==> config.mk <==
export PLATFORM = sky130hd
export DESIGN_NAME = piecewise_linear_height_lookup_unit
export DESIGN_NICKNAME = d
export VERILOG_FILES = /design/src/plhl_pkg.sv /design/src/plhl_datapath.sv /design/src/plhl_ctrl.sv /design/src/piecewise_linear_height_lookup_unit.sv
export SDC_FILE = /design/constraint.sdc
export NUM_CORES = 2
export LEC_CHECK = 0
export ABC_CLOCK_PERIOD_IN_PS = 12700
export BUFFER_PORTS_ARGS = -buffer_cell sky130_fd_sc_hd__buf_4
export CORE_ASPECT_RATIO = 1.75
export CORE_MARGIN = 4
export CORE_UTILIZATION = 25
export CTS_CLUSTER_DIAMETER = 100
export CTS_CLUSTER_SIZE = 8
export DETAILED_ROUTE_END_ITERATION = 8
export PLACE_DENSITY = 0.46
export SYNTH_ARGS = -nofsm -noshare
export SYNTH_HDL_FRONTEND = slang
export SYNTH_HIERARCHICAL = 1
export SYNTH_SLANG_ARGS = --single-unit
==> constraint.sdc <==
create_clock -name clk -period 12.7 [get_ports clk]
set_clock_uncertainty 0.1 [all_clocks]
set_input_delay 1.905 -clock clk [delete_from_list [all_inputs] [get_ports clk]]
set_output_delay 1.905 -clock clk [all_outputs]
set_load 0.02 [all_outputs]
==> src/plhl_pkg.sv <==
`timescale 1ns / 1ps

package plhl_pkg;

    // Field widths
    localparam int POS_W   = 32;   // signed Q23.8
    localparam int HGT_W   = 24;   // signed Q15.8
    localparam int IDXIN_W = 6;
    localparam int CFG_W   = 7;
    localparam int FRAC_W  = 16;   // interpolation fraction bits
    localparam int FCNT_W  = 4;    // divider step counter
    localparam int PROD_W  = HGT_W + 1 + FRAC_W + 1;

    // Input operation codes
    localparam logic OP_WRITE = 1'b0;
    localparam logic OP_QUERY = 1'b1;

    // Table read address select
    localparam logic [1:0] RD_FIRST = 2'd0;
    localparam logic [1:0] RD_LAST  = 2'd1;
    localparam logic [1:0] RD_MID   = 2'd2;

    // Result source select
    localparam logic [1:0] SRC_RD     = 2'd0;
    localparam logic [1:0] SRC_HI     = 2'd1;
    localparam logic [1:0] SRC_INTERP = 2'd2;

    typedef struct packed {
        logic       capture;    // latch query position and clamped count
        logic       mem_we;     // write one table entry
        logic [1:0] rd_sel;
        logic       save_lo;    // take read entry as lower bracket
        logic       save_hi;    // take read entry as upper bracket
        logic       move_lo;    // lower index to midpoint
        logic       move_hi;    // upper index to midpoint
        logic       div_init;
        logic       div_step;
        logic       mul_load;
        logic       res_load;
        logic [1:0] res_src;
        logic       out_load;
    } cmd_t;

    typedef struct packed {
        logic rd_lt_p;    // read position below query position
        logic rd_gt_p;    // read position above query position
        logic span_gt1;   // bracket still wider than one step
        logic hit;        // upper bracket sits exactly on the query
        logic div_done;   // last quotient bit this cycle
        logic out_free;   // output register can take a beat
    } status_t;

endpackage

==> src/plhl_datapath.sv <==
`timescale 1ns / 1ps

module plhl_datapath #(
    parameter int MAX_POINTS = 64
) (
    input  logic                                   clk,
    input  logic                                   rst_n,
    input  plhl_pkg::cmd_t                         cmd,
    output plhl_pkg::status_t                      st,
    input  logic                                   cfg_we,
    input  logic [plhl_pkg::CFG_W-1:0]             cfg_wdata,
    input  logic [plhl_pkg::IDXIN_W-1:0]           entry_index,
    input  logic signed [plhl_pkg::POS_W-1:0]      entry_position,
    input  logic signed [plhl_pkg::HGT_W-1:0]      entry_height,
    input  logic signed [plhl_pkg::POS_W-1:0]      query_position,
    output logic                                   out_valid,
    input  logic                                   out_stall,
    output logic signed [plhl_pkg::HGT_W-1:0]      height
);
    import plhl_pkg::*;

    localparam int IDX_W = (MAX_POINTS > 2) ? $clog2(MAX_POINTS) : 1;
    localparam int MEM_W = POS_W + HGT_W;

    logic [CFG_W-1:0]          point_count_reg;
    logic signed [POS_W-1:0]   p_reg;
    logic [IDX_W-1:0]          last_reg;
    logic [IDX_W-1:0]          lo_reg;
    logic [IDX_W-1:0]          hi_reg;
    logic signed [POS_W-1:0]   pos_lo_reg;
    logic signed [POS_W-1:0]   pos_hi_reg;
    logic signed [HGT_W-1:0]   h_lo_reg;
    logic signed [HGT_W-1:0]   h_hi_reg;
    logic [MEM_W-1:0]          rd_word_reg;
    logic [POS_W-1:0]          rem_reg;
    logic [POS_W-1:0]          den_reg;
    logic [FRAC_W-1:0]         quo_reg;
    logic [FCNT_W-1:0]         step_reg;
    logic signed [PROD_W-1:0]  prod_reg;
    logic signed [HGT_W-1:0]   res_reg;
    logic                      out_valid_reg;
    logic signed [HGT_W-1:0]   out_height_reg;

    logic [MEM_W-1:0]          mem_array [MAX_POINTS];

    logic [31:0]               pc_ext;
    logic [31:0]               n_eff;
    logic [IDX_W-1:0]          mid;
    logic [IDX_W-1:0]          rd_addr;
    logic [IDX_W-1:0]          wr_addr;
    logic                      wr_ok;
    logic signed [POS_W-1:0]   rd_pos;
    logic signed [HGT_W-1:0]   rd_h;
    logic signed [POS_W:0]     num_wide;
    logic signed [POS_W:0]     den_wide;
    logic [POS_W:0]            rem_sh;
    logic signed [HGT_W:0]     h_diff;
    logic signed [PROD_W-FRAC_W-1:0] prod_hi;
    logic signed [PROD_W-FRAC_W-1:0] interp_sum;
    logic signed [HGT_W-1:0]   res_mux;

    // Clamp the configured count into 1..MAX_POINTS
    always_comb
    begin
        pc_ext = 32'(point_count_reg);
        if (pc_ext == 32'd0)
        begin
            n_eff = 32'd1;
        end
        else if (pc_ext > 32'(MAX_POINTS))
        begin
            n_eff = 32'(MAX_POINTS);
        end
        else
        begin
            n_eff = pc_ext;
        end
    end

    // Configuration register
    always_ff @(posedge clk or negedge rst_n)
    begin
        if (!rst_n)
        begin
            point_count_reg <= CFG_W'(1);
        end
        else if (cfg_we)
        begin
            point_count_reg <= cfg_wdata;
        end
    end

    // Table addressing
    assign mid     = IDX_W'(({1'b0, lo_reg} + {1'b0, hi_reg}) >> 1);
    assign wr_addr = IDX_W'(32'(entry_index));
    assign wr_ok   = 32'(entry_index) < 32'(MAX_POINTS);

    always_comb
    begin
        case (cmd.rd_sel)
            RD_FIRST: rd_addr = '0;
            RD_LAST:  rd_addr = last_reg;
            RD_MID:   rd_addr = mid;
            default:  rd_addr = '0;
        endcase
    end

    // Breakpoint table: one write port, one registered read port
    always_ff @(posedge clk)
    begin
        if (cmd.mem_we && wr_ok)
        begin
            mem_array[wr_addr] <= {entry_position, entry_height};
        end
        rd_word_reg <= mem_array[rd_addr];
    end

    assign rd_pos = $signed(rd_word_reg[MEM_W-1:HGT_W]);
    assign rd_h   = $signed(rd_word_reg[HGT_W-1:0]);

    // Query capture and bracket tracking
    always_ff @(posedge clk)
    begin
        if (cmd.capture)
        begin
            p_reg    <= query_position;
            last_reg <= IDX_W'(n_eff - 32'd1);
            lo_reg   <= '0;
            hi_reg   <= IDX_W'(n_eff - 32'd1);
        end
        if (cmd.move_lo)
        begin
            lo_reg <= mid;
        end
        if (cmd.move_hi)
        begin
            hi_reg <= mid;
        end
        if (cmd.save_lo)
        begin
            pos_lo_reg <= rd_pos;
            h_lo_reg   <= rd_h;
        end
        if (cmd.save_hi)
        begin
            pos_hi_reg <= rd_pos;
            h_hi_reg   <= rd_h;
        end
    end

    // Restoring divider: one quotient bit per cycle, numerator below divisor
    assign num_wide = {p_reg[POS_W-1], p_reg} - {pos_lo_reg[POS_W-1], pos_lo_reg};
    assign den_wide = {pos_hi_reg[POS_W-1], pos_hi_reg} - {pos_lo_reg[POS_W-1], pos_lo_reg};
    assign rem_sh   = {rem_reg, 1'b0};

    always_ff @(posedge clk)
    begin
        if (cmd.div_init)
        begin
            rem_reg  <= num_wide[POS_W-1:0];
            den_reg  <= den_wide[POS_W-1:0];
            quo_reg  <= '0;
            step_reg <= '0;
        end
        else if (cmd.div_step)
        begin
            step_reg <= step_reg + FCNT_W'(1);
            if (rem_sh >= {1'b0, den_reg})
            begin
                rem_reg <= POS_W'(rem_sh - {1'b0, den_reg});
                quo_reg <= {quo_reg[FRAC_W-2:0], 1'b1};
            end
            else
            begin
                rem_reg <= rem_sh[POS_W-1:0];
                quo_reg <= {quo_reg[FRAC_W-2:0], 1'b0};
            end
        end
    end

    // Scale the height step by the fraction, then add with floor shift
    assign h_diff     = {h_hi_reg[HGT_W-1], h_hi_reg} - {h_lo_reg[HGT_W-1], h_lo_reg};
    assign prod_hi    = prod_reg[PROD_W-1:FRAC_W];
    assign interp_sum = prod_hi + (PROD_W-FRAC_W)'(h_lo_reg);

    always_ff @(posedge clk)
    begin
        if (cmd.mul_load)
        begin
            prod_reg <= PROD_W'(h_diff * $signed({1'b0, quo_reg}));
        end
    end

    always_comb
    begin
        case (cmd.res_src)
            SRC_RD:     res_mux = rd_h;
            SRC_HI:     res_mux = h_hi_reg;
            SRC_INTERP: res_mux = interp_sum[HGT_W-1:0];
            default:    res_mux = rd_h;
        endcase
    end

    always_ff @(posedge clk)
    begin
        if (cmd.res_load)
        begin
            res_reg <= res_mux;
        end
        if (cmd.out_load)
        begin
            out_height_reg <= res_reg;
        end
    end

    // Output beat register
    always_ff @(posedge clk or negedge rst_n)
    begin
        if (!rst_n)
        begin
            out_valid_reg <= 1'b0;
        end
        else if (cmd.out_load)
        begin
            out_valid_reg <= 1'b1;
        end
        else if (!out_stall)
        begin
            out_valid_reg <= 1'b0;
        end
    end

    assign out_valid = out_valid_reg;
    assign height    = out_height_reg;

    // Status back to the controller
    assign st.rd_lt_p  = rd_pos < p_reg;
    assign st.rd_gt_p  = rd_pos > p_reg;
    assign st.span_gt1 = (hi_reg - lo_reg) > IDX_W'(1);
    assign st.hit      = pos_hi_reg == p_reg;
    assign st.div_done = step_reg == FCNT_W'(FRAC_W - 1);
    assign st.out_free = !out_valid_reg || !out_stall;

    // The divider always starts on a strict bracket, so the quotient fits
    a_div_bracket: assert property (@(posedge clk) disable iff (!rst_n)
        cmd.div_init |-> (pos_lo_reg < p_reg) && (p_reg < pos_hi_reg))
        else $error("divider started without a strict bracket");

    // Midpoint steps only happen while the bracket is wider than one slot
    a_mid_span: assert property (@(posedge clk) disable iff (!rst_n)
        (cmd.move_lo || cmd.move_hi) |-> (lo_reg < hi_reg) && (mid > lo_reg) && (mid < hi_reg))
        else $error("binary search stepped on a collapsed bracket");

endmodule

==> src/plhl_ctrl.sv <==
`timescale 1ns / 1ps

module plhl_ctrl (
    input  logic              clk,
    input  logic              rst_n,
    input  logic              in_valid,
    output logic              in_stall,
    input  logic              op,
    input  plhl_pkg::status_t st,
    output plhl_pkg::cmd_t    cmd
);
    import plhl_pkg::*;

    localparam logic [3:0] S_IDLE   = 4'd0;
    localparam logic [3:0] S_FIRST  = 4'd1;
    localparam logic [3:0] S_LAST   = 4'd2;
    localparam logic [3:0] S_ISSUE  = 4'd3;
    localparam logic [3:0] S_CMP    = 4'd4;
    localparam logic [3:0] S_EXACT  = 4'd5;
    localparam logic [3:0] S_DIV    = 4'd6;
    localparam logic [3:0] S_MUL    = 4'd7;
    localparam logic [3:0] S_ADD    = 4'd8;
    localparam logic [3:0] S_FINISH = 4'd9;

    logic [3:0] state_reg;
    logic [3:0] state_next;
    logic       accept;

    assign in_stall = state_reg != S_IDLE;
    assign accept   = in_valid && !in_stall;

    // Next state and datapath commands
    always_comb
    begin
        state_next = state_reg;
        cmd        = '0;
        cmd.rd_sel = RD_FIRST;
        cmd.res_src = SRC_RD;
        case (state_reg)
            S_IDLE:
            begin
                if (accept && op == OP_QUERY)
                begin
                    cmd.capture = 1'b1;
                    state_next  = S_FIRST;
                end
                else if (accept)
                begin
                    cmd.mem_we = 1'b1;
                end
            end
            S_FIRST:
            begin
                cmd.rd_sel = RD_LAST;
                if (!st.rd_lt_p)
                begin
                    cmd.res_load = 1'b1;
                    state_next   = S_FINISH;
                end
                else
                begin
                    cmd.save_lo = 1'b1;
                    state_next  = S_LAST;
                end
            end
            S_LAST:
            begin
                if (!st.rd_gt_p)
                begin
                    cmd.res_load = 1'b1;
                    state_next   = S_FINISH;
                end
                else
                begin
                    cmd.save_hi = 1'b1;
                    state_next  = S_ISSUE;
                end
            end
            S_ISSUE:
            begin
                cmd.rd_sel = RD_MID;
                state_next = st.span_gt1 ? S_CMP : S_EXACT;
            end
            S_CMP:
            begin
                cmd.rd_sel = RD_MID;
                if (st.rd_lt_p)
                begin
                    cmd.save_lo = 1'b1;
                    cmd.move_lo = 1'b1;
                end
                else
                begin
                    cmd.save_hi = 1'b1;
                    cmd.move_hi = 1'b1;
                end
                state_next = S_ISSUE;
            end
            S_EXACT:
            begin
                if (st.hit)
                begin
                    cmd.res_load = 1'b1;
                    cmd.res_src  = SRC_HI;
                    state_next   = S_FINISH;
                end
                else
                begin
                    cmd.div_init = 1'b1;
                    state_next   = S_DIV;
                end
            end
            S_DIV:
            begin
                cmd.div_step = 1'b1;
                if (st.div_done)
                begin
                    state_next = S_MUL;
                end
            end
            S_MUL:
            begin
                cmd.mul_load = 1'b1;
                state_next   = S_ADD;
            end
            S_ADD:
            begin
                cmd.res_load = 1'b1;
                cmd.res_src  = SRC_INTERP;
                state_next   = S_FINISH;
            end
            S_FINISH:
            begin
                if (st.out_free)
                begin
                    cmd.out_load = 1'b1;
                    state_next   = S_IDLE;
                end
            end
            default:
            begin
                state_next = S_IDLE;
            end
        endcase
    end

    always_ff @(posedge clk or negedge rst_n)
    begin
        if (!rst_n)
        begin
            state_reg <= S_IDLE;
        end
        else
        begin
            state_reg <= state_next;
        end
    end

    // Never overwrite a beat that is still waiting
    a_out_free: assert property (@(posedge clk) disable iff (!rst_n)
        cmd.out_load |-> st.out_free)
        else $error("result loaded over a pending output beat");

    // Last quotient bit hands over to the multiply
    a_div_to_mul: assert property (@(posedge clk) disable iff (!rst_n)
        (state_reg == S_DIV) && st.div_done |=> state_reg == S_MUL)
        else $error("divider did not hand over to multiply");

    // An accepted query starts at the first-entry check
    a_query_start: assert property (@(posedge clk) disable iff (!rst_n)
        cmd.capture |=> (state_reg == S_FIRST) && in_stall)
        else $error("accepted query did not start the lookup");

endmodule

==> src/piecewise_linear_height_lookup_unit.sv <==
// Piecewise linear height lookup. Holds up to MAX_POINTS (position, height)
// breakpoints, positions signed Q23.8 and heights signed Q15.8, which the
// user must keep sorted by ascending position; the block itself does not
// enforce the order. An input beat with op = 0 writes one entry and gives
// no output; writes can follow each other every cycle while the block is
// idle. An input beat with op = 1 gives one height: clamped to the first or
// last height outside the table range, otherwise interpolated between the
// bracketing pair found by binary search, with a truncated 16-bit fraction
// and a floor on the scaled step. A query checks the first, then the last
// entry, either of which can clamp, then runs the binary search, checks for
// an exact breakpoint hit and otherwise divides, multiplies and adds; it
// raises out_valid once the output register is free, in the same cycle that
// in_stall falls. Each search step reads the single-port table, and the
// divider gives one quotient bit per cycle. The next item is taken while a
// finished height still waits in the output register. point_count resets
// to 1 and must only be written by the user while the block is idle (the
// block does not enforce it); entries must be written before a query reads them.
`timescale 1ns / 1ps

module piecewise_linear_height_lookup_unit #(
    parameter int MAX_POINTS = 64
) (
    input  logic                                   clk,
    input  logic                                   rst_n,
    input  logic                                   cfg_we,
    input  logic [plhl_pkg::CFG_W-1:0]             cfg_wdata,
    input  logic                                   in_valid,
    output logic                                   in_stall,
    input  logic                                   op,
    input  logic [plhl_pkg::IDXIN_W-1:0]           entry_index,
    input  logic signed [plhl_pkg::POS_W-1:0]      entry_position,
    input  logic signed [plhl_pkg::HGT_W-1:0]      entry_height,
    input  logic signed [plhl_pkg::POS_W-1:0]      query_position,
    output logic                                   out_valid,
    input  logic                                   out_stall,
    output logic signed [plhl_pkg::HGT_W-1:0]      height
);
    import plhl_pkg::*;

    cmd_t    cmd;
    status_t st;

    // Sequencer
    plhl_ctrl u_ctrl (
        .clk      (clk),
        .rst_n    (rst_n),
        .in_valid (in_valid),
        .in_stall (in_stall),
        .op       (op),
        .st       (st),
        .cmd      (cmd)
    );

    // Table, search bracket, divider, multiplier and output register
    plhl_datapath #(
        .MAX_POINTS (MAX_POINTS)
    ) u_datapath (
        .clk            (clk),
        .rst_n          (rst_n),
        .cmd            (cmd),
        .st             (st),
        .cfg_we         (cfg_we),
        .cfg_wdata      (cfg_wdata),
        .entry_index    (entry_index),
        .entry_position (entry_position),
        .entry_height   (entry_height),
        .query_position (query_position),
        .out_valid      (out_valid),
        .out_stall      (out_stall),
        .height         (height)
    );

endmodule

* After elaboration in Yosys (flattened, before gate mapping)
Memories as Yosys holds them, arrays and structs flattened. A register that Yosys moved wholly into a read port is not among the register bits.
Cells that the tools add are included.
** Operators by class
- Mux-type cells :: 45
- Reduce and logical (&&, ||, !) cells :: 15
- $mul :: 1
- Equal/unequal tests :: 19
- Add/sub/neg operators :: 9
- Order comparisons :: 5
** Operators with widths (count)
- two-way mux 32 bit :: 3
- subtractor 32 bit :: 3
- case mux 24 bit (2 select lines) :: 1
- multiplier 25 x 17 -> 40 bit :: 1
- case mux 4 bit (10 select lines) :: 1
- two-way mux 6 bit :: 6
- >= comparator 33 x 32 -> 1 bit :: 1
- == test 32 bit :: 1
- greater-than comparator 32 bit :: 1
- less-than comparator 32 bit :: 1
- subtractor 24 x 24 -> 25 bit :: 1
- adder 24 bit :: 1
- two-way mux 4 bit :: 6
- two-way mux 1 bit :: 20
- == test 4 x 3 -> 1 bit, second input constant :: 4
- == test 4 bit, second input constant :: 3
- case mux 6 bit (2 select lines) :: 1
- == test 4 x 2 -> 1 bit, second input constant :: 2
- case mux 2 bit (2 select lines) :: 2
- adder 6 x 6 -> 7 bit :: 1
- greater-than comparator 7 bit, second input constant :: 1
- logical NOT 7 bit :: 1
- greater-than comparator 6 x 1 -> 1 bit, second input constant :: 1
- nonzero test 2 bit :: 3
- other kinds (19) :: 28
** Word-level totals
- Output and inout port bits :: 26
- Bits in writable memories :: 3584
- Memories :: 1
- Register bits :: 346
- Logic and storage cells :: 113
- Input port bits :: 107
** Memory list
- u_datapath.mem_array :: words 64, width 56, read ports 1, clocked after memory_dff 1, wr ports 1, line plhl_datapath.sv:44 : logic [MEM_W-1:0] mem_array [MAX_POINTS];

* Longest topological paths before layout
- Word-level depth :: 8
- Mapped depth :: 36

* By module
Netlist, hierarchy kept.
** By module, submodules not included
- plhl_datapath :: area each 170489.8 sq um, cells each 9284, instances 1
- plhl_ctrl :: area each 506.7 sq um, cells each 68, instances 1

* Worst setup path after synthesis
No wires, ideal clock.
- Path kind :: reg2reg
- Start :: register u_datapath.h_hi_reg[0]
- End :: register u_datapath.prod_reg[39] (data pin)
- Library setup time :: 0.259 ns
- Stages on the path, launching flop included :: 32
- Required time :: 12.341 ns
- Path slack :: 4.531 ns
- Arrival time :: 7.810 ns
- Clock period less this slack :: 8.169 ns
- Cells stage by stage :: edfxtp_1 inv_1 ha_1 inv_1 fa_1 a21oi_1 o211a_1 o2bb2ai_1 o31ai_1 o221a_2 o31a_1 o22ai_1 clkbuf_1 nand2_1 fa_1 inv_1 fa_1 clkbuf_1 xnor2_1 xnor2_1 fa_1 fa_1 inv_1 fa_1 inv_1 ha_1 a21o_1 a21oi_1 o21ai_0 nor3_1 o21bai_1 xnor2_1
** Between the ends
- Longest elaborated chain between the ends :: 2
** Ends and longest elaborated chain
- start: declaration :: line plhl_datapath.sv:33 : logic signed [HGT_W-1:0] h_hi_reg;
- start signal: assignment :: line plhl_datapath.sv:147 : h_hi_reg <= rd_h;
- subtractor 24 x 24 -> 25 bit :: line plhl_datapath.sv:182 : assign h_diff = {h_hi_reg[HGT_W-1], h_hi_reg} - {h_lo_reg[HGT_W-1], h_lo_reg};
- multiplier 25 x 17 -> 40 bit :: line plhl_datapath.sv:190 : prod_reg <= PROD_W'(h_diff * $signed({1'b0, quo_reg}));
- end signal: assignment :: line plhl_datapath.sv:190
- end: declaration :: line plhl_datapath.sv:39 : logic signed [PROD_W-1:0] prod_reg;
No other way between the ends.
A chain may end at the register's enable or synchronous reset.

* Worst setup path after layout
- Start :: register u_datapath.h_lo_reg[1]
- End :: register u_datapath.prod_reg[39] (data pin)
** Between the ends
- Longest elaborated chain between the ends :: 2
** Ends and longest elaborated chain
- start: declaration :: line plhl_datapath.sv:32 : logic signed [HGT_W-1:0] h_lo_reg;
- start signal: assignment :: line plhl_datapath.sv:142 : h_lo_reg <= rd_h;
- subtractor 24 x 24 -> 25 bit :: line plhl_datapath.sv:182
- multiplier 25 x 17 -> 40 bit :: line plhl_datapath.sv:190
No other way between the ends.

==> insert_results.sql <==
INSERT INTO impl_metrics (metric_group, metric, value, unit) VALUES
('routing', 'antenna_violating_nets_post_route', '0', ''),
('setup_path', 'cp.required', '13.31', 'ns'),
('sta', 'worst-slew-pin-transition', '1.23', 'ns'),
('sta', 'worst_case_headroom_to_the_max_slew_limit', '18.1', '%'),
('clocking', 'number_of_buffers_created_by_cts', '600', ''),
('routing', 'firstDrtPassIters', '5', ''),
('pwr', 'power.static_leakage', '64.9', 'nW'),
('clocking', 'clock_latency', '1.03', 'ns'),
('sta', 'setup_slack', '3.33', 'ns'),
('placement', 'dp_slack', '3.37', 'ns'),
('sta', 'setup_total_negative_slack', '0', 'ns'),
('synth', 'syn-cell-area', '171000', 'um^2'),
('sta', 'report.final.hold_viol_count', '0', ''),
('synth', 'synth_cell_types', '84', ''),
('sta', 'setup_viol', '0', ''),
('setup_path', 'critPathLaunchType', 'flop', ''),
('layout', 'final_common_cell', 'sky130_fd_sc_hd__edfxtp_1', ''),
('setup_path', 'worstSetupPathType', 'flop to flop', ''),
('routing', 'via_count', '90800', ''),
('clocking', 'post-cts-setup-buffers', '0', ''),
('floorplan', 'die-width', '633', 'um'),
('run_status', 'outcome', 'complete, no violations', ''),
('setup_path', 'reg2reg_slack', '3.33', 'ns'),
('layout', 'final_design_area_no_fill', '200000', 'um^2'),
('layout', 'layout.cells.most_common_list', 'sky130_fd_sc_hd__edfxtp_1 (3,882), sky130_fd_sc_hd__mux4_2 (896), sky130_fd_sc_hd__inv_1 (620)', ''),
('layout', 'finish.cell_count_without_fillers', '19100', ''),
('synth', 'synth_sequential_area_ratio', '69.2', '%'),
('sta', 'finalHoldWorstSlack', '0.316', 'ns'),
('setup_path', 'cpMostUsedCell', 'sky130_fd_sc_hd__fa_1', ''),
('synth', 'synth.net_count', '10100', ''),
('clocking', 'cts.sink_count', '3970', ''),
('sta', 'rsz0062_at_grt', 'false', ''),
('layout', 'final_core_utilization', '29.4', '%'),
('synth', 'synth_enable_flop_cells', '3882', ''),
('floorplan', 'rows', '401', ''),
('pwr', 'post-layout-total-power', '37.9', 'mW'),
('placement', 'gp_routability_congestion', '0.822', ''),
('clocking', 'clockRootBuffer', 'sky130_fd_sc_hd__clkbuf_16', ''),
('synth', 'synth_warnings', '6', ''),
('global_routing', 'globalRoute.totalOverflow', '0', ''),
('placement', 'hpwl', '321000', 'um'),
('clocking', 'clock_tree.htree_level_count', '6', ''),
('clocking', 'clk_path_buf_depth', '5', ''),
('clocking', 'post_cts_repair_resize_count', '0', ''),
('global_routing', 'grt_pass1_wl', '756000', 'um'),
('pwr', 'peak_supply_drop', '113', 'uV'),
('pwr', 'power.density', '189', 'nW/um^2'),
('sta', 'period_needed', '9.37', 'ns'),
('synth', 'fraction_of_synthesis_flops_using_an_asynchronous_set_or_reset_pin', '0.302', '%'),
('floorplan', 'die-area', '698000', 'um^2'),
('global_routing', 'grt_max_degree', '123', ''),
('setup_path', 'cp_slowest_stage_delay', '0.54', 'ns'),
('clocking', 'clock_tree_from_tritoncts', 'built', ''),
('layout', 'largest_register_ffs', '3584', ''),
('synth', 'synthFlopType', 'sky130_fd_sc_hd__edfxtp_1', ''),
('layout', 'fillers', '67200', ''),
('layout', 'area_delta_synth_final', '17.0', '%'),
('setup_path', 'crit_slowest_cell', 'sky130_fd_sc_hd__fa_1', ''),
('global_routing', 'vias_in_the_first_global_route', '98600', ''),
('job', 'cap_viol_max_count', '0', ''),
('layout', 'post_route_cells_drive_above_1_share', '20.6', '%'),
('synth', 'avgSynthCellArea', '18.3', 'um^2'),
('floorplan', 'die-height', '1100', 'um'),
('routing', 'drt-initial-drc-count', '7276', ''),
('routing', 'vias_cell', '4.75', ''),
('synth', 'yosys_register_bits', '3970', ''),
('layout', 'multiInputGateArea', '48900', 'um^2'),
('layout', 'seq_area', '118000', 'um^2'),
('placement', 'place.port_buffers', '132', ''),
('setup_path', 'critPathArrivalTime', '9.98', 'ns'),
('setup_path', 'crit_path_max_fanout', '16', '');
==> layout make-up <==
type / count / area share, %
Clock buffer: 673 / 7.79
Timing Repair Buffer: 393 / 1.59
Tap cell: 9067 / 5.67
Multi-Input combinational cell: 4277 / 24.4
Clock inverter: 15 / 0.0800
Sequential cell: 3970 / 59.2
Antenna cell: 90 / 0.113
Inverter: 621 / 1.16
==> cells in the mapped netlist (all sizes together), types with 42 or more instances <==
cell type  instances  area [um^2]
o22ai            172         1080
edfxtp          3882       117000
a221o            113         1130
xnor2            103          902
a31oi             67          419
nand2            556         2090
ha               286         3580
xor2              97          850
a21oi            177          890
and3              75          469
clkbuf           333         1250
o21ai            114          571
fa               379         7590
a21o              60          450
a22o              57          499
dfxtp             76         1520
and2             174         1090
o21a             155         1160
nor3              42          210
o221ai           115         1010
inv              621         2330
nor2             218          818
nor2b             43          269
buf              151          872
mux4             896        20200
==> per-layer routing <==
layer	share of wire [%]	global-route usage [%]	routed length, um
met3	4.2	2.11	22800
met5	0.027	0	147
met2	56	29.4	301000
met1	35	16.3	191000
met4	4.3	6.63	23100
==> kinds of logic (layout without fill, tap and decap cells) <==
group / after synthesis / count (layout) / share of synthesized area, %
other: 0 / 90 / 0
muxes: 936 / 936 / 12.0
and+or+nand+nor: 1283 / 1283 / 3.55
xor gates and xnor gates: 200 / 200 / 1.02
DFF: 3970 / 3970 / 69.2
buffers and inverters: 1105 / 1702 / 2.60
AOI/OAI and AO/OA: 1189 / 1189 / 4.99
adders and majority gates: 669 / 669 / 6.55
==> path summary, 6_finish.rpt <==
kind	from	cells after the start	endpoint
worst min-delay path	u_datapath/res_reg[21]	0	u_datapath/height[21]
max in group asynchronous	rst_n	1	u_datapath/point_count_reg[0]
worst min register to register	u_datapath/res_reg[21]	0	u_datapath/height[21]
min in group asynchronous	rst_n	1	u_datapath/point_count_reg[6]
worst max register to register	u_datapath/h_lo_reg[1]	34	u_datapath/prod_reg[39]
worst max-delay path	u_datapath/h_lo_reg[1]	34	u_datapath/prod_reg[39]
==> power by group <==
part           switching, mW  internal (mW)
logic                   5.56           3.24
registers              0.284           14.9
clock network           5.36           8.51
total                   11.2           26.7
==> worst max-delay path, delay by kind of cell, from the launching register on <==
family          cells  cell delay, ns
compound gates     14            3.32
xor+xnor            2            0.27
fa+ha+maj           8            3.53
buf+inv             6            0.78
flops               1            0.45
simple gates        4            0.59
Note: power is estimated with default switching activity, not from simulation.
